`src/rtl/cfrack_pkg.sv`:
```
// shared types and constants of the checksummed frame receiver
package cfrack_pkg;

	// input opcodes
	localparam logic OP_FRAME = 1'b0;
	localparam logic OP_READ  = 1'b1;

	// result kinds
	localparam logic [1:0] KIND_STATUS = 2'd0;
	localparam logic [1:0] KIND_ACK    = 2'd1;
	localparam logic [1:0] KIND_READ   = 2'd2;

	// configuration register indexes
	localparam logic [1:0] REG_ACK_FLAG = 2'd0;
	localparam logic [1:0] REG_ACK_SRC  = 2'd1;
	localparam logic [1:0] REG_ACK_DST  = 2'd2;
	localparam logic [1:0] REG_END_CMD  = 2'd3;

	// configuration reset values
	localparam logic [7:0] RST_ACK_FLAG = 8'h7E;
	localparam logic [7:0] RST_ACK_SRC  = 8'hFF;
	localparam logic [7:0] RST_ACK_DST  = 8'hFF;
	localparam logic [7:0] RST_END_CMD  = 8'h02;

	// command queue between front and back
	localparam int Q_DEPTH = 4;
	localparam int Q_AW    = 2;
	localparam int Q_CW    = 3;

	// configuration registers
	typedef struct packed {
		logic [7:0] ack_flag;
		logic [7:0] ack_src;
		logic [7:0] ack_dst;
		logic [7:0] end_cmd;
	} cfg_t;

	// one queued command: a frame status (with its acknowledge) or a read
	typedef struct packed {
		logic        is_read;
		logic        accepted;
		logic [7:0]  data;
		logic [7:0]  cmd;
		logic [7:0]  seq;
		logic        done;
		logic [17:0] committed;
	} cmd_t;

endpackage

```
`src/rtl/cfrack_queue.sv`:
```
// short command queue between front and back
module cfrack_queue (
	input  logic                        clk,
	input  logic                        arst_n,
	input  logic                        push,
	input  cfrack_pkg::cmd_t            push_item,
	input  logic                        pop,
	output cfrack_pkg::cmd_t            head,
	output logic                        q_empty,
	output logic [cfrack_pkg::Q_CW-1:0] count
);

	cfrack_pkg::cmd_t              mem_q [cfrack_pkg::Q_DEPTH];
	logic [cfrack_pkg::Q_AW-1:0]   wr_ptr_q, rd_ptr_q;
	logic [cfrack_pkg::Q_CW-1:0]   count_q;
	logic                          do_pop;

	assign do_pop  = pop && (count_q != '0);
	assign head    = mem_q[rd_ptr_q];
	assign q_empty = (count_q == '0);
	assign count   = count_q;

	always_ff @(posedge clk) begin
		if (push) begin
			mem_q[wr_ptr_q] <= push_item;
		end
	end

	always_ff @(posedge clk or negedge arst_n) begin
		if (!arst_n) begin
			wr_ptr_q <= '0;
			rd_ptr_q <= '0;
			count_q  <= '0;
		end else begin
			if (push) begin
				wr_ptr_q <= wr_ptr_q + 1'b1;
			end
			if (do_pop) begin
				rd_ptr_q <= rd_ptr_q + 1'b1;
			end
			count_q <= count_q + cfrack_pkg::Q_CW'(push) - cfrack_pkg::Q_CW'(do_pop);
		end
	end

endmodule

```
`config.mk`:
```
export PLATFORM = sky130hd
export DESIGN_NAME = cfrack_queue
export DESIGN_NICKNAME = d
export VERILOG_FILES = /design/src/rtl/cfrack_pkg.sv /design/src/rtl/cfrack_queue.sv
export SDC_FILE = /design/constraint.sdc
export NUM_CORES = 1
export LEC_CHECK = 0
export BUFFER_PORTS_ARGS = -buffer_cell sky130_fd_sc_hd__buf_2
export CAP_MARGIN = 20
export CORE_MARGIN = 4
export CORE_UTILIZATION = 25
export CTS_BUF_LIST = sky130_fd_sc_hd__clkbuf_16
export CTS_CLUSTER_DIAMETER = 150
export DETAILED_ROUTE_END_ITERATION = 12
export MAX_ROUTING_LAYER = met4
export PLACE_DENSITY = 0.37
export SLEW_MARGIN = 30
export SYNTH_ARGS = -nofsm -noshare
export SYNTH_HDL_FRONTEND = slang
export SYNTH_SLANG_ARGS = --single-unit
```
`constraint.sdc`:
```
create_clock -name clk -period 3.9 [get_ports clk]
set_clock_uncertainty 0.15 [all_clocks]
set_input_delay 0.78 -clock clk [delete_from_list [all_inputs] [get_ports clk]]
set_output_delay 0.78 -clock clk [all_outputs]
set_load 0.05 [all_outputs]
```
==> After elaboration in Yosys (flattened, before gate mapping) <==
Memory sizes are Yosys's and may differ from the RTL's.
Index checks and enable logic that the tools add are counted.
{ "word_totals": {"mem_bits_rw": 180, "memories": 1, "register_bits": 7} }
{ "mem_list": {"columns": ["memory", "words", "width", "rd", "rd_clocked_by_memory_dff", "write_ports", "line_no", "text"], "rows": [
  ["mem_q", 4, 45, 1, 0, 1, "cfrack_queue.sv:13", "cfrack_pkg::cmd_t mem_q [cfrack_pkg::Q_DEPTH];"]
]} }
{ "classes": {"n_reduce_logical": 3, "addsub": 4, "n_mux": 2} }
{ "ops": {"columns": ["op", "count"], "rows": [
  ["$add A2 B1 Y2 const B", 2],
  ["$add A3 B1 Y3", 1],
  ["$logic_not A3 Y1", 1],
  ["$reduce_bool A3 Y1", 1],
  ["$sub A3 B1 Y3", 1],
  ["$mux W1", 2],
  ["$logic_and A1 B1 Y1", 1]
]} }

==> Depth between registers and ports, before layout <==
Gate-level depths: netlist of run 1.
{ "logic_depth": {"depth_word": 3, "mapped_depth": 9} }

==> Least setup slack after synthesis of run 1 <==
OpenSTA, ideal clock, no wires.
{ "synth_timing": {"kind": "register to output", "from": "register count_q (netlist bit count[1])", "to": "output port q_empty", "arrival_time_ns": 1.784, "stages_incl_launch_ff": 2, "slack_ns": 1.186, "required_ns": 2.970, "n_path_buf": 0, "path_cell_list": "dfrtp_1 nor3_1"} }
{ "synth_via": {"elab_chain_cells": 1} }
{ "synth_rtl": {"columns": ["item", "line_no", "text"], "rows": [
  ["start: declaration", "cfrack_queue.sv:15", "logic [cfrack_pkg::Q_CW-1:0] count_q;"],
  ["start signal: assignment", "cfrack_queue.sv:41", "count_q <= count_q + cfrack_pkg::Q_CW'(push) - cfrack_pkg::Q_CW'(do_pop);"],
  ["$logic_not A3 Y1", "cfrack_queue.sv:20", "assign q_empty = (count_q == '0);"],
  ["end: declaration", "cfrack_queue.sv:9", "output logic q_empty,"]
]} }
No other way between the ends.

==> results of run 1 <==
-- power breakdown --
group	leakage, nW	internal [W]	total [W]	switching (W)
Sequential	1.73	0.00263	0.00286	0.000230
Clock	0.287	0.000922	0.00175	0.000825
Combinational	0.847	0.000859	0.00277	0.00191
-- logic make-up after synthesis --
group / synth area share (%)
muxes: 14.7
DFF: 80.7
and+or+nand+nor: 0.489
buffers and inverters: 1.81
AOI/OAI and AO/OA: 0.308
xor gates and xnor gates: 0.633
adders and majority gates: 1.38
-- layout by cell type (no fill, tap or decap), types with 2 or more instances in the layout --
master and n:
edfxtp_1 180, buf_2 97, mux4_2 45, clkbuf_16 17, inv_1 7, ha_1 6, dfrtp_1 5, buf_12 5
xnor2_1 4, and2_2 4, inv_8 4, inv_6 3, clkinv_8 3, clkinvlp_4 3, buf_4 2
-- critical path: cells and delay by family, from the launching register on --
| family | cells | cell delay (ns) |
|---|---|---|
| DFF | 1 | 0.77 |
| buffers and inverters | 2 | 0.52 |
| muxes | 1 | 0.54 |
-- flip-flops by register name (all words and copies together), names as in the netlist --
signal    count
count         3
wr_ptr_q      2
mem_q       180
rd_ptr_q      2
-- per-layer routing --
| layer | global-route usage [%] | routed length [um] |
|---|---|---|
| met1 | 12.4 | 6380 |
| met2 | 16.6 | 7260 |
| met3 | 3.22 | 703 |
| met4 | 2.08 | 112 |
| met5 | - | 0 |
-- final cells by class --
type	instances	area (um^2)	area share (%)
tap	372	465	5.48
sequential	187	5590	65.7
antenna	1	2.50	0.0294
timing repair buffer	104	601	7.07
inverter	7	26.3	0.309
clock inverter	15	181	2.13
clock buffer	17	425	5.01
multi-input combinational	66	1210	14.3
-- per-stage QoR --
step           util (%)  instances
3_5_place_dp       29.1        736
2_1_floorplan         -        270
5_1_grt            31.4        769
3_3_place_gp       29.1        736
6_report           31.4        769
4_1_cts            31.4        768
-- path summary, 6_finish.rpt --
check	slack (ns)	depth (start not counted)	end	startpoint
min	0.04	1	count[0]	arst_n
max in group asynchronous	3.36	1	rd_ptr_q[0]	arst_n
max reg2reg	1.50	9	count[2]	count[1]
min reg2reg	0.39	1	wr_ptr_q[0]	wr_ptr_q[0]
min in group clk	0.39	1	wr_ptr_q[0]	wr_ptr_q[0]
max	0.66	3	head[33]	rd_ptr_q[0]
==> summary.md, run 1 <==
| Metric | Value |
|---|---|
| Status | `finished clean` |
| Starting Density | `between 20% and 30%` |
| Cell Area, Placed | `0.00789 mm^2` |
| Root buffer cell | `clkbuf_16` |
| H-tree levels | `4` |
| Worst path max stage delay | `0.77 ns` |
| Worst hold path type | `in -> async` |
| Total routed wirelength | `14.5 mm` |
| Post-synth top area share | `78.2%` |
| Largest net degree at the start of global routing | `34` |
| IO buf count | `97` |
| Vias | `approximately 3100` |
| Setup WS pre-CTS | `1.00 ns` |
| Grt total ovfl | `0` |
| CTS max path bufs | `2` |
| Ranking of synthesized cells by area | `edfxtp_1, mux4_2, dfrtp_1` |
| Setup TNS | `0 ns` |
| Initial antenna violation count | `1` |
| Cts hold-fix bufs | `0` |
| Top-count cell post-synth | `edfxtp_1` |
| Crit end category | `output pin` |
| Startpoint types | `flip-flop` |
| Final count of hold timing violations | `0` |
| MaxCap Viol Count | `0` |
| Crit-path slowest cell | `dfrtp_4` |
| Area Overhead vs Synth | `23.0%` |
| I/O pin count | `98` |
| Least-Margin Pin Slew | `0.588 ns` |
| CTS tree | `built` |
| Filler cells | `2623` |
| Prevailing post-synth register cell | `edfxtp_1` |
| Total power | `0.00738 W` |
| Rows | `60` |
| Rel. slew slack | `60.8%` |
| TritonCTS Buffers | `17` |
| Core Box Area | `0.0271 mm^2` |
| Number of synthesized flops with an enable pin | `180` |
| Post-synthesis cell count | `270` |
| Detailed-route DRC error count | `0` |
| Clock-pin slew on the worst setup and hold paths | `0.08 ns` |
| Dominant cell type by area after synthesis | `edfxtp_1` |
| Most common library cells after synthesis | `edfxtp_1, mux4_2, dfrtp_1, inv_1, ha_1` |
| Routed WL per cell | `18.8 um` |
| Global placement routability congestion | `0.642` |
| 1st-pass router iterations | `4` |
| Setup ws final | `0.660 ns` |
| Die width | `174 um` |
| Finished layout cell area | `around 0.0085 mm^2` |
| Final setup fails | `0` |
| Initial DRC Count | `124` |
| Synth async-reset ratio | `under 10%` |
| Fin crit period | `around 3.2 ns` |
| Mapped Nets | `~330` |
| Post_cts resized | `0` |
| Share of cells above drive strength 1 | `between 40% and 50%` |
| Die ar. | `0.0304 mm^2` |
| Post-CTS Setup Inserts | `0` |
| Yosys warnings | `0` |
| Pwr Density | `868 mW/mm^2` |
| Slew Viols, Final | `0` |
| Clock sinks | `187` |
| Post-synth cell types | `19` |
| Leakage power | `2.87 nW` |
| Period utilization | `83.1%` |
| Seq cells post-synth | `187` |
| Fmax | `around 0.31 GHz` |
| Critical path fanouts, max | `25` |
| GRT Total Usage | `10.1%` |
| Max IR drop VDD | `0.322 mV` |
| Avg Inst Size Synth | `25.6 um^2` |
| Vias in the first global route | `around 3500` |
| Critical Path AT | `2.31 ns` |
| CP cell instances | `buf_12 > mux4_2 > buf_2` |
| Crit path required time | `2.97 ns` |
| Synthesized area | `approximately 0.0069 mm^2` |
| CP Class | `reg -> out` |
| DP HPWL | `8.71 mm` |
| First-pass GRT wire length | `22.1 mm` |
| Drt via density | `4.02` |
| Worst skew pair latency | `0.42 ns` |
| Nets@finish | `439` |
| Die Ht | `approximately 170 um` |
| Final hold slack | `about 0.038 ns` |
| DRT antenna net count | `0` |
| RSZ-0062 raised after global routing | `false` |
| Sequential share of the synthesized area | `80.7%` |
(Power assumes the default switching activity.)
==> run 2: changes to the inputs <==
Clock period 3.9 ns to 3.1 ns, I/O delays scaled along.
==> run 2 against run 1 <==
  * Cell count rose by 0.65%
  * First-iteration DRC count rose by 56%
  * Sequential cell count did not move
  * Design area fell by 0.19%
  * Sequential power rose by 20%
==> summary.md, run 2 (synthesis results as in run 1) <==
| Metric | Value |
|---|---|
| Status | `finished clean` |
| Reg-to-Reg Start | `count[1]` |
| Worst path max stage delay | `0.58 ns (-0.19 ns)` |
| Least-Margin Pin Slew | `0.469 ns (-0.119 ns)` |
| Post-CTS Setup Inserts | `0 (unchanged)` |
| GRT Total Usage | `9.88% (-0.26 points)` |
| DP HPWL | `8.47 mm (-2.7%)` |
| Startpoint types | `flip-flop` |
| Die width | `174 um (unchanged)` |
| Clock-pin slew on the worst setup and hold paths | `0.07 ns (about the same)` |
| Most frequent cells in the layout | `edfxtp_1, buf_2, mux4_2` |
| First-pass GRT wire length | `21.5 mm (-2.6%)` |
| Total routed wirelength | `14.3 mm (-1.2%)` |
| Largest net degree at the start of global routing | `35 (+2.9%)` |
| Fin crit period | `2.85 ns` |
| Final cell count without fillers | `774 (+0.65%)` |
| Leakage power | `2.87 nW (about the same)` |
| Core Box Area | `0.0271 mm^2 (unchanged)` |
| Final count of hold timing violations | `0 (unchanged)` |
| Slew Viols, Final | `0 (unchanged)` |
| MaxCap Viol Count | `0 (unchanged)` |
| Crit end category | `output pin` |
| CTS max path bufs | `2 (unchanged)` |
| IO buf count | `97 (unchanged)` |
| Flop2flop setup slack | `0.72 ns (-0.78 ns)` |
| Die ar. | `0.0304 mm^2 (unchanged)` |
| Die Ht | `174 um (unchanged)` |
| DRT antenna net count | `0 (unchanged)` |
| Routed WL per cell | `18.4 um (-1.9%)` |
| Largest Register | `mem_q` |
| Rows | `60 (unchanged)` |
| CP Class | `reg -> out` |
| Crit path from | `rd_ptr_q[0]` |
| Worst hold path type | `in -> reg` |
| Vias in the first global route | `3466 (-1.3%)` |
| Grt total ovfl | `0 (unchanged)` |
| Largest register FFs | `180 (unchanged)` |
| Hold path start | `push_item[40]` |
| Vias | `3080 (-0.45%)` |
| Pwr Density | `1080 mW/mm^2 (+24%)` |
| Setup TNS | `0 ns (unchanged)` |
| 1st-pass router iterations | `4 (unchanged)` |
| Utilization after layout | `31.3% (-0.060 points)` |
| Critical path fanouts, max | `21 (-16%)` |
| Clock sinks | `187 (unchanged)` |
| Crit path max-delay family | `buffers and inverters` |
| Final setup fails | `0 (unchanged)` |
| H-tree levels | `4 (unchanged)` |
| Crit path buffers/inverters | `2 (unchanged)` |
| Area Overhead vs Synth | `22.7%` |
| Crit path required time | `2.33 ns (-0.64 ns)` |
| Initial antenna violation count | `3 (+2)` |
| CP cell instances | `buf_4 > mux4_2 > buf_2` |
| Worst skew pair latency | `0.42 ns (about the same)` |
| Rel. slew slack | `68.8% (+8.0 points)` |
| Nets@finish | `442 (+0.68%)` |
| Drt via density | `3.98 (-1.1%)` |
| Setup WS pre-CTS | `0.628 ns (-0.372 ns)` |
| Placed cells | `738 (+0.27%)` |
| Detailed-route DRC error count | `0 (unchanged)` |
| Crit-path slowest cell | `mux4_2` |
| Critical Path AT | `2.08 ns (-0.23 ns)` |
| Setup ws final | `0.247 ns (-0.413 ns)` |
| Initial DRC Count | `194 (+56%)` |
| Starting Density | `25.5% (unchanged)` |
| I/O pin count | `98 (unchanged)` |
| TritonCTS Buffers | `17 (unchanged)` |
| Commonest non-fill, non-tap cell in the layout | `edfxtp_1` |
| Fmax | `0.350 GHz` |
| Root buffer cell | `clkbuf_16` |
| Global placement routability congestion | `0.661 (+3.0%)` |
| RSZ-0062 raised after global routing | `false` |
| Share of cells above drive strength 1 | `46.4% (-0.86 points)` |
| CTS tree | `built` |
| Max IR drop VDD | `0.667 mV (+110%)` |
| Period utilization | `around 92%` |
## run 2: cell type report
type | instances | area (um^2)
Timing Repair Buffer | 107 | 638
Fill cell | 2668 | 18600
Clock inverter | 15 | 123
Multi-Input combinational cell | 66 | 1210
Inverter | 7 | 26.3
Antenna cell | 3 | 7.51
Clock buffer | 17 | 425
Tap cell | 372 | 465
Sequential cell | 187 | 5590
## run 2: worst reg2reg max path: stages, from the launching register on
cell,delay [ns]
dfrtp_1,0.47
o31ai_1,0.39
inv_1,0.09
ha_1,0.28
inv_1,0.06
ha_1,0.13
inv_1,0.05
fa_1,0.37
xnor2_1,0.15
xnor2_1,0.13
## run 2: where the power goes
part | leakage, nW | switching (W) | internal [W]
combinational | 0.862 | 0.00255 | 0.00110
sequential | 1.73 | 0.000130 | 0.00331
clock | 0.272 | 0.000937 | 0.00111
total | 2.87 | 0.00362 | 0.00552
## run 2: worst paths after layout
path,cells after the start,endpoint
worst min register to register,1,wr_ptr_q[0]
worst max-delay path,3,head[42]
worst max register to register,9,count[2]
worst min-delay path,1,mem_q[1][40]
min in group asynchronous,2,count[2]
max in group asynchronous,2,rd_ptr_q[0]
## run 2: metrics by stage
| step | cell area [um^2] | hold slack (ns) | power (W) |
|---|---|---|---|
| after floorplan | 6910 | 0.174 | 0.00634 |
| after global placement | 7920 | 0.313 | 0.00726 |
| after detailed placement | 7920 | 0.318 | 0.00729 |
| after CTS | 8480 | 0.243 | 0.00935 |
| after global routing | 8480 | 0.246 | 0.00961 |
| final | 8480 | 0.257 | 0.00914 |
## run 2: per-layer routing
metal  share of wire (%)  global-route usage [%]  up-vias
met4                 1.1                    2.77        0
met3                 4.7                    2.96       10
met2                  51                    15.9       65
met5                   0                       -        -
li1                    -                       -     1375
met1                  43                    12.2     1630
## run 2: what timing repair did
item                      CTS  global route
hold buffers                1             0
resized for setup           0             0
hold endpoints to repair    7             0
