--- config.mk ---
export PLATFORM = sky130hd
export DESIGN_NAME = cfrack_back
export DESIGN_NICKNAME = d
export VERILOG_FILES = /design/src/rtl/cfrack_pkg.sv /design/src/rtl/cfrack_back.sv
export SDC_FILE = /design/constraint.sdc
export NUM_CORES = 1
export LEC_CHECK = 0
export BUFFER_PORTS_ARGS = -buffer_cell sky130_fd_sc_hd__buf_4
export CAP_MARGIN = 20
export CORE_ASPECT_RATIO = 1.75
export CORE_MARGIN = 4
export CORE_UTILIZATION = 49
export CTS_CLUSTER_SIZE = 24
export DETAILED_ROUTE_END_ITERATION = 10
export MAX_ROUTING_LAYER = met4
export PLACE_DENSITY = 0.86
export REMOVE_ABC_BUFFERS = 1
export SYNTH_ARGS = -nofsm -noshare
export SYNTH_HDL_FRONTEND = slang
export SYNTH_SLANG_ARGS = --single-unit
export TNS_END_PERCENT = 5
--- constraint.sdc ---
create_clock -name clk -period 2.7 [get_ports clk]
set_clock_uncertainty 0.2 [all_clocks]
set_input_delay 0.135 -clock clk [delete_from_list [all_inputs] [get_ports clk]]
set_output_delay 0.135 -clock clk [all_outputs]
set_load 0.1 [all_outputs]
--- src/rtl/cfrack_pkg.sv ---
// shared types and constants of the checksummed frame receiver
package cfrack_pkg;

	// input opcodes
	localparam logic OP_FRAME = 1'b0;
	localparam logic OP_READ  = 1'b1;

	// result kinds
	localparam logic [1:0] KIND_STATUS = 2'd0;
	localparam logic [1:0] KIND_ACK    = 2'd1;
	localparam logic [1:0] KIND_READ   = 2'd2;

	// configuration register indexes
	localparam logic [1:0] REG_ACK_FLAG = 2'd0;
	localparam logic [1:0] REG_ACK_SRC  = 2'd1;
	localparam logic [1:0] REG_ACK_DST  = 2'd2;
	localparam logic [1:0] REG_END_CMD  = 2'd3;

	// configuration reset values
	localparam logic [7:0] RST_ACK_FLAG = 8'h7E;
	localparam logic [7:0] RST_ACK_SRC  = 8'hFF;
	localparam logic [7:0] RST_ACK_DST  = 8'hFF;
	localparam logic [7:0] RST_END_CMD  = 8'h02;

	// command queue between front and back
	localparam int Q_DEPTH = 4;
	localparam int Q_AW    = 2;
	localparam int Q_CW    = 3;

	// configuration registers
	typedef struct packed {
		logic [7:0] ack_flag;
		logic [7:0] ack_src;
		logic [7:0] ack_dst;
		logic [7:0] end_cmd;
	} cfg_t;

	// one queued command: a frame status (with its acknowledge) or a read
	typedef struct packed {
		logic        is_read;
		logic        accepted;
		logic [7:0]  data;
		logic [7:0]  cmd;
		logic [7:0]  seq;
		logic        done;
		logic [17:0] committed;
	} cmd_t;

endpackage

--- src/rtl/cfrack_back.sv ---
// back end: expands queued commands into result items behind an output register
module cfrack_back (
	input  logic              clk,
	input  logic              arst_n,
	input  cfrack_pkg::cfg_t  cfg,
	input  cfrack_pkg::cmd_t  head,
	input  logic              q_empty,
	output logic              q_pop,
	input  logic              pop,
	output logic              empty,
	output logic [1:0]        result_kind,
	output logic [7:0]        data_out,
	output logic              last_of_run,
	output logic              frame_accepted,
	output logic              transfer_done,
	output logic [17:0]       stored_length
);

	localparam logic [3:0] STEP_STATUS = 4'd0;
	localparam logic [3:0] STEP_FLAG   = 4'd1;
	localparam logic [3:0] STEP_SRC    = 4'd2;
	localparam logic [3:0] STEP_DST    = 4'd3;
	localparam logic [3:0] STEP_CMD    = 4'd4;
	localparam logic [3:0] STEP_SEQ    = 4'd5;
	localparam logic [3:0] STEP_LEN_HI = 4'd6;
	localparam logic [3:0] STEP_LEN_LO = 4'd7;
	localparam logic [3:0] STEP_SUM_HI = 4'd8;
	localparam logic [3:0] STEP_SUM_LO = 4'd9;

	logic [3:0]  step_q;
	logic        out_valid_q, advance, last;
	logic [15:0] ack_sum;
	logic [1:0]  kind;
	logic [7:0]  data;

	assign ack_sum = {8'h00, cfg.ack_flag} + {8'h00, cfg.ack_src} + {8'h00, cfg.ack_dst} +
	                 {8'h00, head.cmd} + {8'h00, head.seq};
	assign advance = !q_empty && (!out_valid_q || pop);
	assign last    = head.is_read || !head.accepted || (step_q == STEP_SUM_LO);
	assign q_pop   = advance && last;
	assign empty   = !out_valid_q;

	always_comb begin
		kind = cfrack_pkg::KIND_ACK;
		data = 8'h00;
		if (head.is_read) begin
			kind = cfrack_pkg::KIND_READ;
			data = head.data;
		end else begin
			case (step_q)
				STEP_STATUS: kind = cfrack_pkg::KIND_STATUS;
				STEP_FLAG:   data = cfg.ack_flag;
				STEP_SRC:    data = cfg.ack_src;
				STEP_DST:    data = cfg.ack_dst;
				STEP_CMD:    data = head.cmd;
				STEP_SEQ:    data = head.seq;
				STEP_LEN_HI: data = 8'h00;
				STEP_LEN_LO: data = 8'h00;
				STEP_SUM_HI: data = ack_sum[15:8];
				STEP_SUM_LO: data = ack_sum[7:0];
				default:     data = 8'h00;
			endcase
		end
	end

	always_ff @(posedge clk or negedge arst_n) begin
		if (!arst_n) begin
			step_q      <= STEP_STATUS;
			out_valid_q <= 1'b0;
		end else begin
			if (advance) begin
				step_q      <= last ? STEP_STATUS : step_q + 4'd1;
				out_valid_q <= 1'b1;
			end else if (pop) begin
				out_valid_q <= 1'b0;
			end
		end
	end

	always_ff @(posedge clk) begin
		if (advance) begin
			result_kind    <= kind;
			data_out       <= data;
			last_of_run    <= last;
			frame_accepted <= !head.is_read && head.accepted && (step_q == STEP_STATUS);
			transfer_done  <= head.done;
			stored_length  <= head.committed;
		end
	end

endmodule

### Yosys cells after proc, flatten, opt, wreduce, memory -nomap -nowiden

Index checks and enable logic that the tools add are counted.

| storage, ports and cells | value |
|---|---|
| flip-flop bits (word level) | 36 |
| input port bits | 81 |
| output and inout port bits | 33 |
| word-level logic and storage cells | 39 |

| operators by class | value |
|---|---|
| add/subtract/negate cells | 5 |
| eq/ne operators | 7 |
| multiplexer cells | 6 |
| reduce and logical (&&, ||, !) cells | 13 |

Operators with widths:

| operator | number |
|---|---|
| $pmux W8 S7 | 1 |
| $add A11 B8 Y12 | 1 |
| $add A10 B8 Y11 | 1 |
| $add A9 B8 Y10 | 1 |
| $add A8 B8 Y9 | 1 |
| $eq A4 B2 Y1 const B | 2 |
| $eq A4 B3 Y1 const B | 2 |
| $eq A4 B4 Y1 const B | 2 |
| $mux W8 | 1 |
| $add A4 B1 Y4 const B | 1 |
| $eq A4 B1 Y1 const B | 1 |
| $logic_and A1 B1 Y1 | 4 |
| $logic_not A1 Y1 | 4 |
| $logic_not A4 Y1 | 1 |
| $mux W4 | 1 |
| $logic_or A1 B1 Y1 | 3 |
| $mux W1 | 3 |
| $reduce_bool A2 Y1 | 1 |

### Depth between registers and ports, before layout

Gate-level depths: netlist (run 1).

| logic depth | value |
|---|---|
| depth in word-level cells | 6 |
| mapped depth | 14 |
| depth with buffers taken out | 13 |

### Least setup slack after synthesis (run 1)

Ideal clock, no wire load.

| timing | value |
|---|---|
| path type | input -> register |
| start point | in cfg[9] in the netlist's numbering |
| end point | reg data_out[1], data pin |
| setup time | 262 ps |
| arrival | 3232 ps |
| data required time | 2238 ps |
| path slack | -995 ps |
| cell stages on the path | 12 |
| buffers on the path | 0 |
| path through | inv_1 fa_1 fa_1 fa_1 inv_1 ha_1 fa_1 a211oi_1 nor4b_1 a211oi_1 mux2i_1 nand3_1 |

| between the ends | value |
|---|---|
| cells in the longest elaborated chain, start to end | 5 |

RTL lines:

| element | RTL line | RTL |
|---|---|---|
| from (decl) | cfrack_back.sv:5 | `input cfrack_pkg::cfg_t cfg,` |
| $add A9 B8 Y10 | cfrack_back.sv:36 | `assign ack_sum = {8'h00, cfg.ack_flag} + {8'h00, cfg.ack_src} + {8'h00, cfg.ack_dst} +` |
| $add A10 B8 Y11 | cfrack_back.sv:36 |  |
| $add A11 B8 Y12 | cfrack_back.sv:37 | `{8'h00, head.cmd} + {8'h00, head.seq};` |
| $pmux W8 S7 (*) | cfrack_back.sv:50 | `case (step_q)` |
| $mux W8 (*) | cfrack_back.sv:46 | `if (head.is_read) begin` |
| via data[1] | cfrack_back.sv:34 | `logic [7:0] data;` |
| to (signal assigned) | cfrack_back.sv:83 | `data_out <= data;` |
| to (decl) | cfrack_back.sv:12 | `output logic [7:0] data_out,` |

The timed path passes the listed nets; every way through them passes the cells marked *.
A chain may end at the register's enable or synchronous reset.

### Worst setup path in the final report (run 1)

| timing | value |
|---|---|
| start point | in cfg[17] in the netlist's numbering |
| end point | reg data_out[1], data pin |

| between the ends | value |
|---|---|
| cells in the longest elaborated chain, start to end | 6 |

RTL lines:

| element | RTL line |
|---|---|
| $add A8 B8 Y9 | cfrack_back.sv:36 |
| $add A9 B8 Y10 | cfrack_back.sv:36 |
| $add A10 B8 Y11 | cfrack_back.sv:36 |
| $add A11 B8 Y12 | cfrack_back.sv:37 |
| $pmux W8 S7 (*) | cfrack_back.sv:50 |
| $mux W8 (*) | cfrack_back.sv:46 |
| via data[1] | cfrack_back.sv:34 |

Marks and branches as above.

==> impl_metrics.py, run 1 <==
metrics = {
    "status": {
        "outcome": "finished, violations left",
        "violations": "setup timing",
    },
    "setup_path": {
        "critPathMaxStageDelay_ns": 0.53,
        "cp_data_arrival_time_ns": 3.36,
        "worstSetupEndpointType": "flip-flop",
        "cp_num_buf_inv": 3,
        "worstSetupPathType": "in2reg",
        "critPathTopFamily": "adder cells",
        "crit_fanout": 3,
        "cp_slowest_cell": "fa_1",
        "cp-start-kind": "input port",
        "crit_chain": "buf_4 > inv_2 > fa_1 > fa_1 > fa_1 > inv_1 > ha_2 > fa_2 > a211oi_2 > nor4b_2 > a211oi_2 > mux2i_1 > nand3_1",
        "path_common_cell": "fa_1",
        "required_ns": 2.52,
    },
    "yosys": {
        "syn_inst": 286,
        "synth_edf_count": 31,
        "avgSynthCellArea_um2": 9.98,
        "synth_flop_cell": "edfxtp_1",
        "syn_area_um2": 2860,
        "yosysSeqAreaShare_pct": 37.0,
        "yosysWarnings": 0,
        "synth_async_sr_flop_share_pct": 13.9,
        "ys_ff_latch": 36,
        "yosys.cell_types.count": 44,
    },
    "floorplanning": {
        "die_w_um": 65.7,
        "die_area_um2": 7160,
        "core_area_um2": 5630,
        "rows": 36,
        "io_pins": 114,
        "initial_utilization_pct": 50.7,
        "die_y_um": 109,
    },
    "route": {
        "first_iter_violations": 244,
        "antenna_left": 0,
        "viasPerCell": 5.67,
        "wirelength_um": 10400,
        "wl_per_cell_um": 20.0,
        "vias": 2953,
        "drtPass1Iterations": 5,
        "drc": 0,
    },
    "clock_network": {
        "clk_latency_ns": 0.30,
        "cts_buffer_depth": 2,
        "cts.clk_slew.worst_paths_ns": 0.07,
        "cts.sinks": 36,
        "numCtsBuffers": 5,
        "root_buffer": "clkbuf_8",
        "cts_tree": "built",
        "htreeDepth": 2,
    },
    "layout": {
        "drive_above_1_share_pct": 39.1,
        "layout_common_cells": "buf_4, inv_1, edfxtp_1, dlygate4sd3_1, fa_1",
        "num_antenna_cells": 0,
        "stdcell_count": 521,
        "area_delta_synth_final_pct": 54.5,
        "fillCellCount": 329,
        "final_cell_area_um2": 4410,
        "final_common_cell": "buf_4",
        "layout.nets": 563,
    },
    "sta": {
        "period_minus_slack_ns": 3.54,
        "fmax_mhz": 282,
        "finalHoldViolCount": 0,
        "fin_crit_sh_pct": 131,
        "slew_headroom_pct": 58.9,
        "tightest_slew_ns": 0.611,
        "setup_viol": 8,
        "setup_slack_ns": -0.845,
        "rsz0062_at_grt": "yes",
        "maxSlewViolCount": 0,
    },
    "power": {
        "seqPwrFrac_pct": 23.6,
        "p_clk_share_pct": 13.4,
        "p_leak_nw": 2.10,
        "pwr-share-comb_pct": 63.1,
        "switching_power_w": 0.00118,
        "p_per_area_nw_per_um2": 639,
        "internal_power_w": 0.00164,
        "switching_share_pct": 41.9,
        "power_w": 0.00282,
        "max-vdd-ir-drop_uv": 449,
    },
    "min_path": {
        "hold_class": "in2reg",
    },
    "global_route": {
        "antenna_found_initial": 0,
        "grt_max_degree": 34,
        "grt_use_total_pct": 31.2,
        "grt_pass1_wl_um": 16000,
        "grt_overflow": 0,
        "first_global_vias": 3234,
    },
    "flow_run": {
        "cap_violations": 0,
    },
    "placed_design": {
        "place_hpwl_um": 6800,
        "port_buffers": 105,
        "post-place-cells": 478,
        "place_area_um2": 3860,
        "gp_congestion": 0.934,
    },
}
final timing paths:
kind | start | end | slack [ns] | cells after the start
max in group asynchronous | arst_n | step_q[3] | 1.51 | 3
min | head[35] | data_out[0] | 0.03 | 3
min reg2reg | step_q[1] | step_q[1] | 0.52 | 2
min in group asynchronous | arst_n | step_q[0] | 0.58 | 3
max | cfg[17] | data_out[1] | -0.84 | 13
max reg2reg | step_q[0] | data_out[2] | 0.12 | 6
area by class of cell:
cell class / instances / area, um2 / share of cell area (%)
clock inverters: 2 / 11.3 / 0.255
multi-input cells: 167 / 1600 / 36.2
well taps: 76 / 95.1 / 2.16
repair buffers: 163 / 1310 / 29.7
flip-flops and latches: 36 / 1060 / 23.9
clock buffers: 6 / 72.6 / 1.64
inverters: 71 / 269 / 6.10
power groups by stage:
stage	clock, W	combinational, W	sequential, W
finish	0.000376	0.00178	0.000664
detailed placement	0	0.00143	0.000673
CTS	0.000360	0.00171	0.000661
global placement	0	0.00140	0.000670
floorplan	0	0.000703	0.000878
global route	0.000400	0.00192	0.000667
worst min-delay path: cells and delay by family:
kind / cells / cell delay (ns)
buf+inv: 2 / 0.15
compound gates: 1 / 0.05
cell usage after synthesis, types with 2 or more instances:
cell type | number | area, um2
a211oi_1 | 3 | 22.5
a21o_1 | 5 | 37.5
a21oi_1 | 22 | 110
a221oi_1 | 2 | 17.5
a222oi_1 | 3 | 30.0
a22o_1 | 2 | 17.5
a22oi_1 | 8 | 60.1
a31oi_1 | 4 | 25.0
and3b_1 | 2 | 17.5
clkbuf_1 | 10 | 37.5
dfrtp_1 | 5 | 125
edfxtp_1 | 31 | 931
fa_1 | 23 | 460
ha_1 | 15 | 188
inv_1 | 71 | 267
mux2_2 | 5 | 56.3
mux2i_1 | 4 | 40.0
nand2_1 | 13 | 48.8
nand2b_1 | 2 | 12.5
nand3_1 | 6 | 30.0
nand3b_1 | 4 | 30.0
nor2_1 | 8 | 30.0
nor3_1 | 2 | 10.0
nor3b_1 | 2 | 15.0
o211ai_1 | 2 | 15.0
o21ai_0 | 10 | 50.1
o22ai_1 | 4 | 25.0
xnor2_1 | 2 | 17.5
metal layers:
layer  vias up  global-route usage [%]  routed length, um  share of wire, %
li1       1291                       -                  -                 -
met1      1387                    30.1               3220                31
met2       220                    57.1               5620                54
met3        55                    4.54                935               9.0
met4         0                    18.7                641               6.2
met5         -                       -                  0                 0
per-stage QoR:
stage	setup TNS, ns	hold slack [ns]	utilization [%]	worst slack (ns)
6_report	-5.58	0.0298	78.4	-0.845
5_1_grt	-6.22	0.0242	78.4	-0.865
4_1_cts	-4.87	0.0326	78.1	-0.704
3_5_place_dp	-9.09	-0.259	68.6	-1.30
3_3_place_gp	-8.52	-0.261	68.6	-1.22
2_1_floorplan	-6.19	-0.361	-	-0.995
flip-flops by register name, indices dropped and copies added, names as in the netlist:
| name | flops |
|---|---|
| out_valid_q | 1 |
| stored_length | 18 |
| transfer_done | 1 |
| last_of_run | 1 |
| step_q | 4 |
| frame_accepted | 1 |
| result_kind | 2 |
| data_out | 8 |
cell families (layout without fill, tap and decap cells):
kind of cell | Yosys count | count (layout) | synth area share, %
and+or+nand+nor | 44 | 44 | 8.02
AOI/OAI and AO/OA | 73 | 73 | 16.9
buffers and inverters | 83 | 242 | 11.1
muxes | 9 | 9 | 3.37
DFF | 36 | 36 | 37.0
xor gates and xnor gates | 3 | 3 | 0.920
adders and majority gates | 38 | 38 | 22.7
timing repair:
item	CTS	global route
endpoints found under the setup margin	8	8
pin swaps	27	1
setup buffers	8	0
hold buffers	27	0
gates resized for setup	30	7
hold endpoints to repair	29	0
(Power assumes the default switching activity.)
==> inputs of run 2 (changes only) <==
PLACE_DENSITY = 0.81   (was 0.86)
==> run 2 against run 1 <==
Compared with the run above: the flow still finishes with violations (setup timing); clock power grew 26%; non-clock buffer count shrank 6; combinational power shrank 4%; cell area shrank 0.60%; global-route usage shrank 2.6 points; core utilization shrank 0.47 points; register-to-register slack gained 0.23 ns; fmax grew 1.5%; die area is the same; critical path depth grew 1; critical path type unchanged.
==> impl_metrics.py, run 2 (synthesized netlist as in run 1, its figures left out) <==
metrics = {
    "global_route": {
        "grt_overflow": 0,
        "first_global_vias": 3129,
        "grt_pass1_wl_um": 14800,
        "grt_max_degree": 28,
        "antenna_found_initial": 0,
        "grt_use_total_pct": 28.7,
    },
    "layout": {
        "top_register": "stored_length",
        "top_regs": "stored_length: 18 flops, data_out: 8 flops, step_q: 4 flops",
        "final_cell_area_um2": 4390,
        "stdcell_count": 515,
        "area_delta_synth_final_pct": 53.6,
        "layout_common_cells": "buf_4, inv_1, edfxtp_1, dlygate4sd3_1, fa_1",
        "drive_above_1_share_pct": 37.4,
        "final_common_cell": "buf_4",
        "num_antenna_cells": 0,
        "largest_register_ffs": 18,
        "layout.nets": 557,
    },
    "sta": {
        "period_minus_slack_ns": 3.49,
        "fmax_mhz": 286,
        "whs_ns": 0.00912,
        "setup_viol": 8,
        "maxSlewViolCount": 0,
        "finalHoldViolCount": 0,
        "setup_slack_ns": -0.792,
        "fin_crit_sh_pct": 129,
        "slew_headroom_pct": 59.2,
        "tightest_slew_ns": 0.604,
        "rsz0062_at_grt": "yes",
    },
    "setup_path": {
        "required_ns": 2.56,
        "crit_fanout": 3,
        "cp_data_arrival_time_ns": 3.35,
        "cp-start-kind": "input port",
        "worstSetupPathType": "in2reg",
        "worstSetupEndpointType": "flip-flop",
    },
    "power": {
        "max-vdd-ir-drop_uv": 488,
        "power_w": 0.00284,
        "p_leak_nw": 2.09,
        "p_per_area_nw_per_um2": 647,
    },
    "floorplanning": {
        "core_area_um2": 5630,
        "die_w_um": 65.7,
        "io_pins": 114,
        "rows": 36,
        "initial_utilization_pct": 50.7,
        "die_y_um": 109,
        "die_area_um2": 7160,
    },
    "route": {
        "antenna_left": 0,
        "wl_met3_um": 780,
        "wirelength_um": 9670,
        "viasPerCell": 5.62,
        "wl_met1_um": 3000,
        "drc": 0,
        "wl_per_cell_um": 18.8,
        "drtPass1Iterations": 6,
        "highest_layer": "met4",
        "vias": 2894,
        "dr_wl_met2_um": 5250,
        "first_iter_violations": 205,
    },
    "placed_design": {
        "post-place-ws_ns": -1.31,
        "port_buffers": 105,
        "gp_congestion": 0.949,
        "place_hpwl_um": 6490,
        "place_area_um2": 3840,
        "post-place-cells": 475,
    },
    "clock_network": {
        "cts.sinks": 36,
        "cts_buffer_depth": 2,
        "numCtsBuffers": 5,
        "clk_latency_ns": 0.30,
        "cts_tree": "built",
        "root_buffer": "clkbuf_8",
        "htreeDepth": 2,
        "cts.clk_slew.worst_paths_ns": 0.07,
    },
    "status": {
        "outcome": "finished, violations left",
        "violations": "setup timing",
    },
    "flow_run": {
        "cap_violations": 0,
    },
    "min_path": {
        "hold_class": "in2reg",
    },
}
## run 2: cell types whose count changed in the layout (fill, tap and decap cells not counted), moves of 2 or more
cell | previous run | this run
buf_4 | 132 | 128
a211oi_2 | 3 | 1
buf_6 | 3 | 1
inv_1 | 61 | 66
inv_2 | 9 | 5
## run 2: cell type report
| class | count | area [um2] |
|---|---|---|
| clock buffers | 6 | 72.6 |
| flip-flops and latches | 36 | 1060 |
| inverters | 71 | 267 |
| clock inverters | 2 | 35.0 |
| multi-input cells | 167 | 1610 |
| repair buffers | 157 | 1250 |
| fillers | 357 | 1240 |
| well taps | 76 | 95.1 |
## run 2: final timing paths
kind | to | slack (ns) | cells after the start | start
setup / recovery | data_out[5] | -0.79 | 14 | cfg[10]
hold / removal | data_out[6] | 0.009 | 3 | head[41]
setup reg to reg | data_out[0] | 0.35 | 7 | step_q[1]
hold reg to reg | step_q[1] | 0.47 | 2 | step_q[1]
max in group asynchronous | step_q[2] | 1.50 | 3 | arst_n
min in group asynchronous | out_valid_q | 0.58 | 3 | arst_n
## run 2: what timing repair did
item | in CTS | in global routing
hold buffers | 28 | 0
buffers inserted | 4 | 0
resized for setup | 17 | 10
hold endpoints to repair | 30 | 0
pin swaps | 16 | 7
setup endpoints to repair | 8 | 8
## run 2: power by group
part           leakage (nW)  switching, W  internal, W
registers             0.363     0.0000136     0.000647
clock network        0.0552      0.000199     0.000274
logic                  1.67      0.000955     0.000747
## run 2: worst max-delay path, stage by stage
cell     delay, ns
buf_4         0.08
inv_1         0.05
fa_1          0.58
inv_2         0.05
fa_1          0.51
inv_1         0.07
fa_1          0.50
inv_2         0.06
fa_2          0.43
a21o_1        0.22
a21oi_2       0.18
xnor2_1       0.13
o22ai_1       0.09
mux2_2        0.27
## run 2: per-stage QoR
stage | TNS, ns | util (%)
after CTS | -4.79 | 77.0
after detailed placement | -8.74 | 68.2
after global routing | -5.57 | 77.9
final | -5.17 | 77.9
after floorplan | -6.19 | -
after global placement | -8.26 | 68.2
## run 2: routing by layer
metal / track usage, % / vias up
li1: - / 1281
met1: 27.2 / 1360
met2: 51.4 / 196
met3: 5.15 / 57
met4: 18.7 / 0
met5: - / -
==> inputs of run 3 (changes only) <==
REMOVE_ABC_BUFFERS = unset   (was 1)
==> run 3 against run 2 <==
Compared with the run above: the run ends with hold timing, setup timing left; sequential power barely moved; sequential cell count did not move; worst hold slack got worse by 0.016 ns; critical path type unchanged; largest power group unchanged.
==> impl_metrics.py, run 3 (synthesized netlist as in run 1, its figures left out) <==
metrics = {
    "layout": {
        "seqCellArea_um2": 1060,
        "fillCellCount": 340,
        "drive_above_1_share_pct": 37.8,
        "top_register": "stored_length",
        "num_antenna_cells": 0,
        "final_common_cell": "buf_4",
        "multi_input_area_um2": 1600,
        "stdcell_count": 512,
        "largest_register_ffs": 18,
        "layout_common_cells": "buf_4, inv_1, edfxtp_1, dlygate4sd3_1, fa_1",
        "layout.nets": 554,
        "top_regs": "stored_length: 18 flops, data_out: 8 flops, step_q: 4 flops",
        "area_delta_synth_final_pct": 52.8,
    },
    "power": {
        "seqPwrFrac_pct": 23.4,
        "switching_share_pct": 41.3,
        "p_per_area_nw_per_um2": 651,
        "switching_power_w": 0.00117,
        "p_clk_share_pct": 16.7,
        "max-vdd-ir-drop_uv": 500,
        "p_leak_nw": 2.08,
        "pwr-share-comb_pct": 59.8,
        "internal_power_w": 0.00167,
    },
    "route": {
        "wl_per_cell_um": 19.9,
        "wirelength_um": 10200,
        "first_iter_violations": 216,
        "viasPerCell": 5.68,
        "antenna_left": 0,
        "drtPass1Iterations": 5,
        "drc": 0,
        "vias": 2910,
    },
    "status": {
        "outcome": "finished, violations left",
        "violations": "hold timing, setup timing",
    },
    "placed_design": {
        "post-place-cells": 475,
        "post-place-ws_ns": -1.10,
        "port_buffers": 105,
        "place_hpwl_um": 6790,
        "gp_congestion": 0.929,
    },
    "min_path": {
        "hold_class": "in2async",
    },
    "global_route": {
        "top_usage_layer": "met2",
        "grt_pass1_wl_um": 15200,
        "use_met1_pct": 28.6,
        "use_met2_pct": 53.3,
        "met3_usage_pct": 4.74,
        "grt_use_total_pct": 29.4,
        "grt_max_degree": 28,
        "first_global_vias": 3084,
        "antenna_found_initial": 0,
        "grt_overflow": 0,
    },
    "floorplanning": {
        "io_pins": 114,
        "die_y_um": 109,
        "die_w_um": 65.7,
        "rows": 36,
        "die_area_um2": 7160,
        "initial_utilization_pct": 50.7,
        "core_area_um2": 5630,
    },
    "setup_path": {
        "required_ns": 2.55,
        "worstSetupEndpointType": "flip-flop",
        "crit_fanout": 2,
        "r2r-end": "data_out[7]",
        "rr_worst_depth": 6,
        "cp-start-kind": "input port",
        "reg2reg_from": "step_q[0]",
        "ff2ff_setup_slack_ns": 0.11,
        "worstSetupPathType": "in2reg",
        "cp_data_arrival_time_ns": 3.43,
    },
    "flow_run": {
        "cap_violations": 0,
    },
    "sta": {
        "maxSlewViolCount": 0,
        "period_minus_slack_ns": 3.58,
        "rsz0062_at_grt": "yes",
        "setup_viol": 8,
        "slew_headroom_pct": 52.6,
        "tightest_slew_ns": 0.701,
        "finalHoldViolCount": 4,
        "whs_ns": -0.00723,
        "fin_crit_sh_pct": 133,
        "setup_slack_ns": -0.881,
        "fmax_mhz": 279,
    },
    "clock_network": {
        "numCtsBuffers": 5,
        "root_buffer": "clkbuf_8",
        "cts_buffer_depth": 2,
        "cts_tree": "built",
        "clk_latency_ns": 0.29,
        "htreeDepth": 2,
        "cts.sinks": 36,
        "cts.clk_slew.worst_paths_ns": 0.08,
    },
    "yosys": {
        "synth_fp_nets": 405,
    },
}
[run 3: cell types whose count changed in the layout (fill, tap and decap cells not counted), moves of 2 or more]
| cell | change |
|---|---|
| buf_4 | -3 |
| inv_1 | -3 |
| dlygate4sd3_1 | -2 |
| inv_2 | +2 |
[run 3: cell type report]
type,count,share of cell area (%)
clock inverter,2,0.803
inverter,71,6.17
timing repair buffer,154,28.3
sequential,36,24.2
clock buffer,6,1.66
tap,76,2.18
multi-input combinational,167,36.6
[run 3: stage by stage]
step	TNS [ns]	utilization [%]	area, um2	power, W
2_1_floorplan	-4.85	-	2930	0.00170
4_1_cts	-5.01	76.2	4290	0.00266
5_1_grt	-6.84	77.5	4360	0.00299
3_3_place_gp	-7.09	69.4	3910	0.00214
6_report	-5.95	77.5	4360	0.00284
3_5_place_dp	-7.47	69.4	3910	0.00217
[run 3: metal layers]
layer / up-vias / share of wire (%)
met3: 45 / 8.4
met4: 0 / 5.6
met2: 194 / 55
met5: - / 0
li1: 1274 / -
met1: 1397 / 31
[run 3: critical path, cell delays in order]
cell	delay (ns)
buf_4	0.08
inv_1	0.05
fa_1	0.56
fa_1	0.43
fa_1	0.50
inv_1	0.08
ha_4	0.17
fa_2	0.40
buf_6	0.14
a21o_1	0.17
a21oi_2	0.18
xnor2_1	0.15
o22ai_1	0.10
mux2_4	0.28
[run 3: what timing repair did]
| action | CTS | global route |
|---|---|---|
| pin swaps | 2 | 12 |
| setup endpoints to repair | 9 | 8 |
| resized for setup | 4 | 16 |
| endpoints found under the hold margin | 29 | 0 |
| setup buffers | 0 | 3 |
| hold buffers | 26 | 0 |
[run 3: worst max path at each step]
| stage | from | end |
|---|---|---|
| 5_1_grt | cfg[26] | data_out[5] |
| 3_5_place_dp | cfg[10] | data_out[1] |
| 3_3_place_gp | cfg[10] | data_out[1] |
| 2_1_floorplan | cfg[10] | data_out[5] |
| 4_1_cts | cfg[10] | data_out[1] |
| 6_report | cfg[9] | data_out[5] |
[run 3: power by group through the flow]
stage	sequential, W	combinational [W]	clock [W]
after global placement	0.000671	0.00147	0
after detailed placement	0.000673	0.00149	0
after floorplan	0.000878	0.000823	0
after global routing	0.000666	0.00183	0.000495
after CTS	0.000662	0.00154	0.000460
final	0.000664	0.00170	0.000475
